### src/rtl/core/wgs_pkg.sv
// wgs_pkg: shared types, action codes and the drop kernel for the wave grid engine
// no dependencies; used by wave_grid_stencil_engine_top and wgs_step_alu
package wgs_pkg;

    // action codes of a command item
    localparam logic [1:0] ACT_DROP = 2'd0;
    localparam logic [1:0] ACT_STEP = 2'd1;
    localparam logic [1:0] ACT_READ = 2'd2;

    // drop kernel reach around the centre cell and its last offset index
    localparam int KERNEL_REACH = 4;
    localparam logic [3:0] KERNEL_LAST = 4'd8;

    // height word and datapath widths
    localparam int HW = 32;
    localparam int ACC_W = 34;
    localparam int KW = 15;
    localparam int AMP_W = 22;
    localparam int INC_W = 26;

    typedef struct packed {
        logic [1:0]  action;
        logic [5:0]  cell_x;
        logic [5:0]  cell_y;
        logic [21:0] amplitude;
        logic [15:0] wave_speed;
        logic [15:0] damping;
    } cmd_t;

    typedef struct packed {
        logic signed [31:0] cell_value;
        logic               saturated;
    } rsp_t;

    // status from the stencil arithmetic pipeline
    typedef struct packed {
        logic               done;
        logic               sat;
        logic signed [31:0] value;
    } alu_out_t;

    // gaussian weight, unsigned Q0.16, indexed by absolute row and column offset
    function automatic logic [KW-1:0] kernel_weight(input logic [2:0] aj, input logic [2:0] ai);
        logic [KW-1:0] w;
        begin
            case ({aj, ai})
                {3'd0, 3'd0}: w = 15'd22938;
                {3'd0, 3'd1}: w = 15'd17864;
                {3'd0, 3'd2}: w = 15'd8438;
                {3'd0, 3'd3}: w = 15'd2418;
                {3'd0, 3'd4}: w = 15'd420;
                {3'd1, 3'd0}: w = 15'd17864;
                {3'd1, 3'd1}: w = 15'd13912;
                {3'd1, 3'd2}: w = 15'd6572;
                {3'd1, 3'd3}: w = 15'd1883;
                {3'd1, 3'd4}: w = 15'd327;
                {3'd2, 3'd0}: w = 15'd8438;
                {3'd2, 3'd1}: w = 15'd6572;
                {3'd2, 3'd2}: w = 15'd3104;
                {3'd2, 3'd3}: w = 15'd889;
                {3'd2, 3'd4}: w = 15'd155;
                {3'd3, 3'd0}: w = 15'd2418;
                {3'd3, 3'd1}: w = 15'd1883;
                {3'd3, 3'd2}: w = 15'd889;
                {3'd3, 3'd3}: w = 15'd255;
                {3'd3, 3'd4}: w = 15'd44;
                {3'd4, 3'd0}: w = 15'd420;
                {3'd4, 3'd1}: w = 15'd327;
                {3'd4, 3'd2}: w = 15'd155;
                {3'd4, 3'd3}: w = 15'd44;
                {3'd4, 3'd4}: w = 15'd8;
                default:      w = '0;
            endcase
            return w;
        end
    endfunction

endpackage

### src/rtl/core/wgs_step_alu.sv
// wgs_step_alu: pipelined leapfrog update of one cell (laplacian, speed and damping products)
// depends on wgs_pkg
module wgs_step_alu (
    input  logic                      clk,
    input  logic                      rst_n,
    input  logic                      start,
    input  logic signed [31:0]        vc,
    input  logic signed [31:0]        vp,
    input  logic signed [33:0]        nsum,
    input  logic [15:0]               speed,
    input  logic [15:0]               damp,
    output wgs_pkg::alu_out_t         result
);
    import wgs_pkg::*;

    logic [3:0]          vld_reg;
    logic signed [34:0]  lap_reg;
    logic signed [31:0]  vc_reg;
    logic signed [31:0]  vp_reg;
    logic signed [51:0]  prod1_reg;
    logic signed [37:0]  val_reg;
    logic signed [54:0]  prod2_reg;
    logic signed [51:0]  rsum1;
    logic signed [35:0]  rnd1;
    logic signed [37:0]  val_next;
    logic signed [54:0]  rsum2;
    logic signed [38:0]  rnd2;
    logic signed [31:0]  sat_value;
    logic                sat_hit;
    alu_out_t            result_reg;

    // rounding of the speed product and the leapfrog sum
    always_comb
    begin
        rsum1 = prod1_reg + 52'sd32768;
        rnd1 = $signed(rsum1[51:16]);
        val_next = (38'(vc_reg) <<< 1) - 38'(vp_reg) + 38'(rnd1);
    end

    // rounding of the damping product and clamp to 32 bits
    always_comb
    begin
        rsum2 = prod2_reg + 55'sd32768;
        rnd2 = $signed(rsum2[54:16]);
        sat_hit = 1'b0;
        sat_value = rnd2[31:0];
        if (rnd2 > 39'sd2147483647)
        begin
            sat_hit = 1'b1;
            sat_value = 32'sh7fffffff;
        end
        else if (rnd2 < -39'sd2147483648)
        begin
            sat_hit = 1'b1;
            sat_value = 32'sh80000000;
        end
    end

    // pipeline valid bits
    always_ff @(posedge clk or negedge rst_n)
    begin
        if (!rst_n)
        begin
            vld_reg <= '0;
            result_reg <= '0;
        end
        else
        begin
            vld_reg <= {vld_reg[2:0], start};
            result_reg.done <= vld_reg[3];
            if (vld_reg[3])
            begin
                result_reg.sat <= sat_hit;
                result_reg.value <= sat_value;
            end
        end
    end

    // datapath stages
    always_ff @(posedge clk)
    begin
        if (start)
        begin
            lap_reg <= 35'(nsum) - (35'(vc) <<< 2);
            vc_reg <= vc;
            vp_reg <= vp;
        end
        prod1_reg <= $signed({1'b0, speed}) * lap_reg;
        val_reg <= val_next;
        prod2_reg <= val_reg * $signed({1'b0, damp});
    end

    assign result = result_reg;

endmodule

### config.mk
export PLATFORM = sky130hd
export DESIGN_NAME = wgs_step_alu
export DESIGN_NICKNAME = d
export VERILOG_FILES = /design/src/rtl/core/wgs_pkg.sv /design/src/rtl/core/wgs_step_alu.sv
export SDC_FILE = /design/constraint.sdc
export NUM_CORES = 2
export LEC_CHECK = 0
export BUFFER_PORTS_ARGS = -buffer_cell sky130_fd_sc_hd__buf_2
export CORE_MARGIN = 10
export CORE_UTILIZATION = 50
export CTS_BUF_LIST = sky130_fd_sc_hd__clkbuf_8 sky130_fd_sc_hd__clkbuf_16
export CTS_CLUSTER_DIAMETER = 200
export DETAILED_ROUTE_END_ITERATION = 16
export PLACE_DENSITY = 0.66
export RECOVER_POWER = 50
export SYNTH_ARGS = -nofsm -noshare
export SYNTH_HDL_FRONTEND = slang
export SYNTH_SLANG_ARGS = --single-unit
export TNS_END_PERCENT = 5
### constraint.sdc
create_clock -name clk -period 18.6 [get_ports clk]
set_input_delay 0.93 -clock clk [delete_from_list [all_inputs] [get_ports clk]]
set_output_delay 0.93 -clock clk [all_outputs]
set_load 0.02 [all_outputs]
==> summary.md <==
| Metric | Value |
|---|---|
| Reg2Reg Depth | 21 |
| Final #Nets | 7011 |
| Die width | between 300 and 400 um |
| R2r setup slk | 11.19 ns |
| Tmin final | between 7 and 8 ns |
| Initial core utilization | 50.5% |
| Cts hold-fix bufs | 0 |
| Maximum clock rate | 133 MHz |
| Clock transition at the registers of the reported paths | 0.05 ns |
| Remaining DRCs | 0 |
| WL/cell | 18.8 um |
| Syn Std Cell Area | 50700 um^2 |
| Number of global-route vias before repair | roughly 40000 |
| I/O pin count | 167 |
| First-pass GRT wire length | 209 mm |
| Failing checks | capacitance limit, slew limit |
| Max Fanout on Critical Path | 35 |
| Number of DRC markers after the initial detailed-route iteration | 2097 |
| Top_reg_cell synth | dfxtp_1 |
| Critical Path RT | 19.05 ns |
| Antenna Nets Post-Route | 0 |
| Largest net degree at the start of global routing | 52 |
| # Max-Cap Violations | 4 |
| Clk_skew | 0.0309 ns |
| Die H | 338 um |
| Setup Fix Bufs, Post-CTS | 0 |
| Proportion of layout cells with a drive suffix above 1 | 3.77% |
| Vias | 35684 |
| # setup viols final | 0 |
| GRT Total Usage | 22.9% |
| Design area | 53500 um^2 |
| Worst hold path depth | 0 |
| Slew Viols, Final | 180 |
| DP Wirelength | roughly 100 mm |
| CP Launch Type | primary input |
| Post-Syn Nets | approximately 7000 |
| CTS Buf Count | 34 |
| HP Start | vld_reg[0] |
| Status | finished, violations left |
| Routability congestion estimate | 0.893 |
| Vias per cell | 5.23 |
| Total gr overflow | 0 |
| Port Buf Inserts | 166 |
| Clk sinks | 250 |
| Worst Setup End Kind | flop |
| Synthesized instance count | between 5000 and 6000 |
| Row count | 116 |
| Synth warnings | 0 |
| Synth unique cells | 80 |
| Syn avg cell area | between 9 and 10 um^2 |
| Worst-Skew Late Latency | a little under 0.6 ns |
| Final Cycle Share | 40.5% |
| H-tree levels | 2 |
| Synthesized flop and latch total | 250 |
| Post-synth ARST share | 15.2% |
| Slew at the pin with the worst max-slew slack | 3.23 ns |
| EDFF count, synth | between 90 and 100 |
| Sequential fraction of the synthesis area | between 10% and 20% |
| Crit path DAT | 7.98 ns |
| Critical path class | primary input to flop |
| Placed Area | 52500 um^2 |
| Most frequent cells in the layout | 1329 x inv_1, 1123 x fa_1, 802 x nand2_1, 437 x and2_1, 316 x ha_1 |
| Worst hold endpoint | vld_reg[1] |
| Max reg flops | 39 |
| R2r endpoint | prod1_reg[45] |
| Drt first pass iters | 6 |
| Die Area | 114000 um^2 |
| Launching point of the worst reg2reg path | lap_reg[10] |
| RSZ-0062 raised after global routing | false |
| Cts repair resizes | 0 |
| Post-route setup TNS | 0 ns |
| Synth-to-layout area growth | 5.70% |
| Initial antenna violation count | 6 |
| Commonest non-fill, non-tap cell in the layout | inv_1 |
| Core area | 100000 um^2 |
| Final hold vios | 0 |
| Wirelength, routed | 128 mm |
| Root Driver | clkbuf_16 |
| CTS max path bufs | 3 |
| CTS tree | built |
| Ant diodes | 0 |
| Max-slew headroom | -115% |
| Tightest Hold Check Type | flop to flop |
-- cells in the mapped netlist, types with 4 or more instances --
cell / instances / area (um^2)
a211oi_1: 13 / 97.6
a21o_1: 70 / 526
a21oi_1: 108 / 541
a221o_1: 6 / 60.1
a221oi_1: 4 / 35.0
a311oi_1: 4 / 35.0
a31oi_1: 15 / 93.8
and2_1: 437 / 2730
and3_1: 32 / 200
and4_1: 9 / 78.8
clkbuf_1: 211 / 792
dfrtp_1: 38 / 951
dfxtp_1: 113 / 2260
edfxtp_1: 99 / 2970
fa_1: 1123 / 22500
ha_1: 316 / 3950
inv_1: 1322 / 4960
nand2_1: 802 / 3010
nand2b_1: 27 / 169
nand3_1: 53 / 265
nand4_1: 30 / 188
nor2_1: 130 / 488
nor2b_1: 26 / 163
nor3_1: 26 / 130
o2111ai_1: 5 / 43.8
o211ai_1: 6 / 45.0
o21a_1: 25 / 188
o21ai_0: 50 / 250
o21ai_1: 8 / 40.0
o21bai_1: 14 / 105
o22a_1: 32 / 280
o22ai_1: 4 / 25.0
o31ai_1: 4 / 30.0
or2_2: 8 / 50.1
or3_1: 4 / 25.0
xnor2_1: 137 / 1200
xor2_1: 67 / 587
-- stage by stage --
step                      cells  util, %  hold WS, ns  worst slack, ns
after global routing       6821     53.4        0.354            10.61
after detailed placement   6760     52.3        0.337            10.57
final                      6821     53.4        0.348            11.07
after floorplan            5439        -        0.331            11.64
after global placement     6760     52.3        0.334            10.67
after CTS                  6821     53.5        0.350            11.16
-- layer usage --
layer  routed length [um]  global-route usage (%)
met5                  203                   0.935
met4                 3220                    6.08
met3                12100                    6.13
met2                59400                    37.4
met1                53200                    29.7
-- cell families after synthesis --
family          synth area share [%]
compound gates                  5.54
xor+xnor                        3.53
fa+ha+maj                       52.2
buf+inv                         11.4
flops                           12.2
mux                           0.0642
simple gates                    15.0
-- how the worst max path moves through the flow --
| stage | startpoint | to | depth (start not counted) |
|---|---|---|---|
| finish | speed[2] | prod1_reg[45] | 22 |
| global route | speed[2] | prod1_reg[45] | 22 |
| CTS | speed[10] | prod1_reg[45] | 24 |
| detailed placement | speed[10] | prod1_reg[45] | 24 |
| global placement | speed[2] | prod1_reg[45] | 22 |
| floorplan | speed[8] | prod1_reg[45] | 25 |
-- area by class of cell --
| cell class | count | area, um^2 |
|---|---|---|
| Clock buffer | 42 | 972 |
| Clock inverter | 19 | 180 |
| Fill cell | 9249 | 46800 |
| Inverter | 1322 | 4960 |
| Multi-Input combinational cell | 3651 | 38700 |
| Sequential cell | 250 | 6190 |
| Tap cell | 1357 | 1700 |
| Timing Repair Buffer | 180 | 858 |
-- worst max-delay path, stage by stage --
cell,delay (ns)
buf_2,0.58
nand2_1,0.17
fa_1,0.54
fa_1,0.58
fa_1,0.47
fa_1,0.55
inv_1,0.05
fa_1,0.47
inv_1,0.05
fa_1,0.47
inv_1,0.04
ha_1,0.20
a211oi_1,0.24
nand3_1,0.13
o211ai_1,0.49
nand2_1,0.24
a31oi_1,0.40
o2111ai_1,0.35
a31oi_1,0.43
a21boi_1,0.18
o22a_1,0.22
xor2_1,0.14
Power is not shown: default switching activity piles up to over one toggle a cycle in this logic, so the estimate is an artifact.
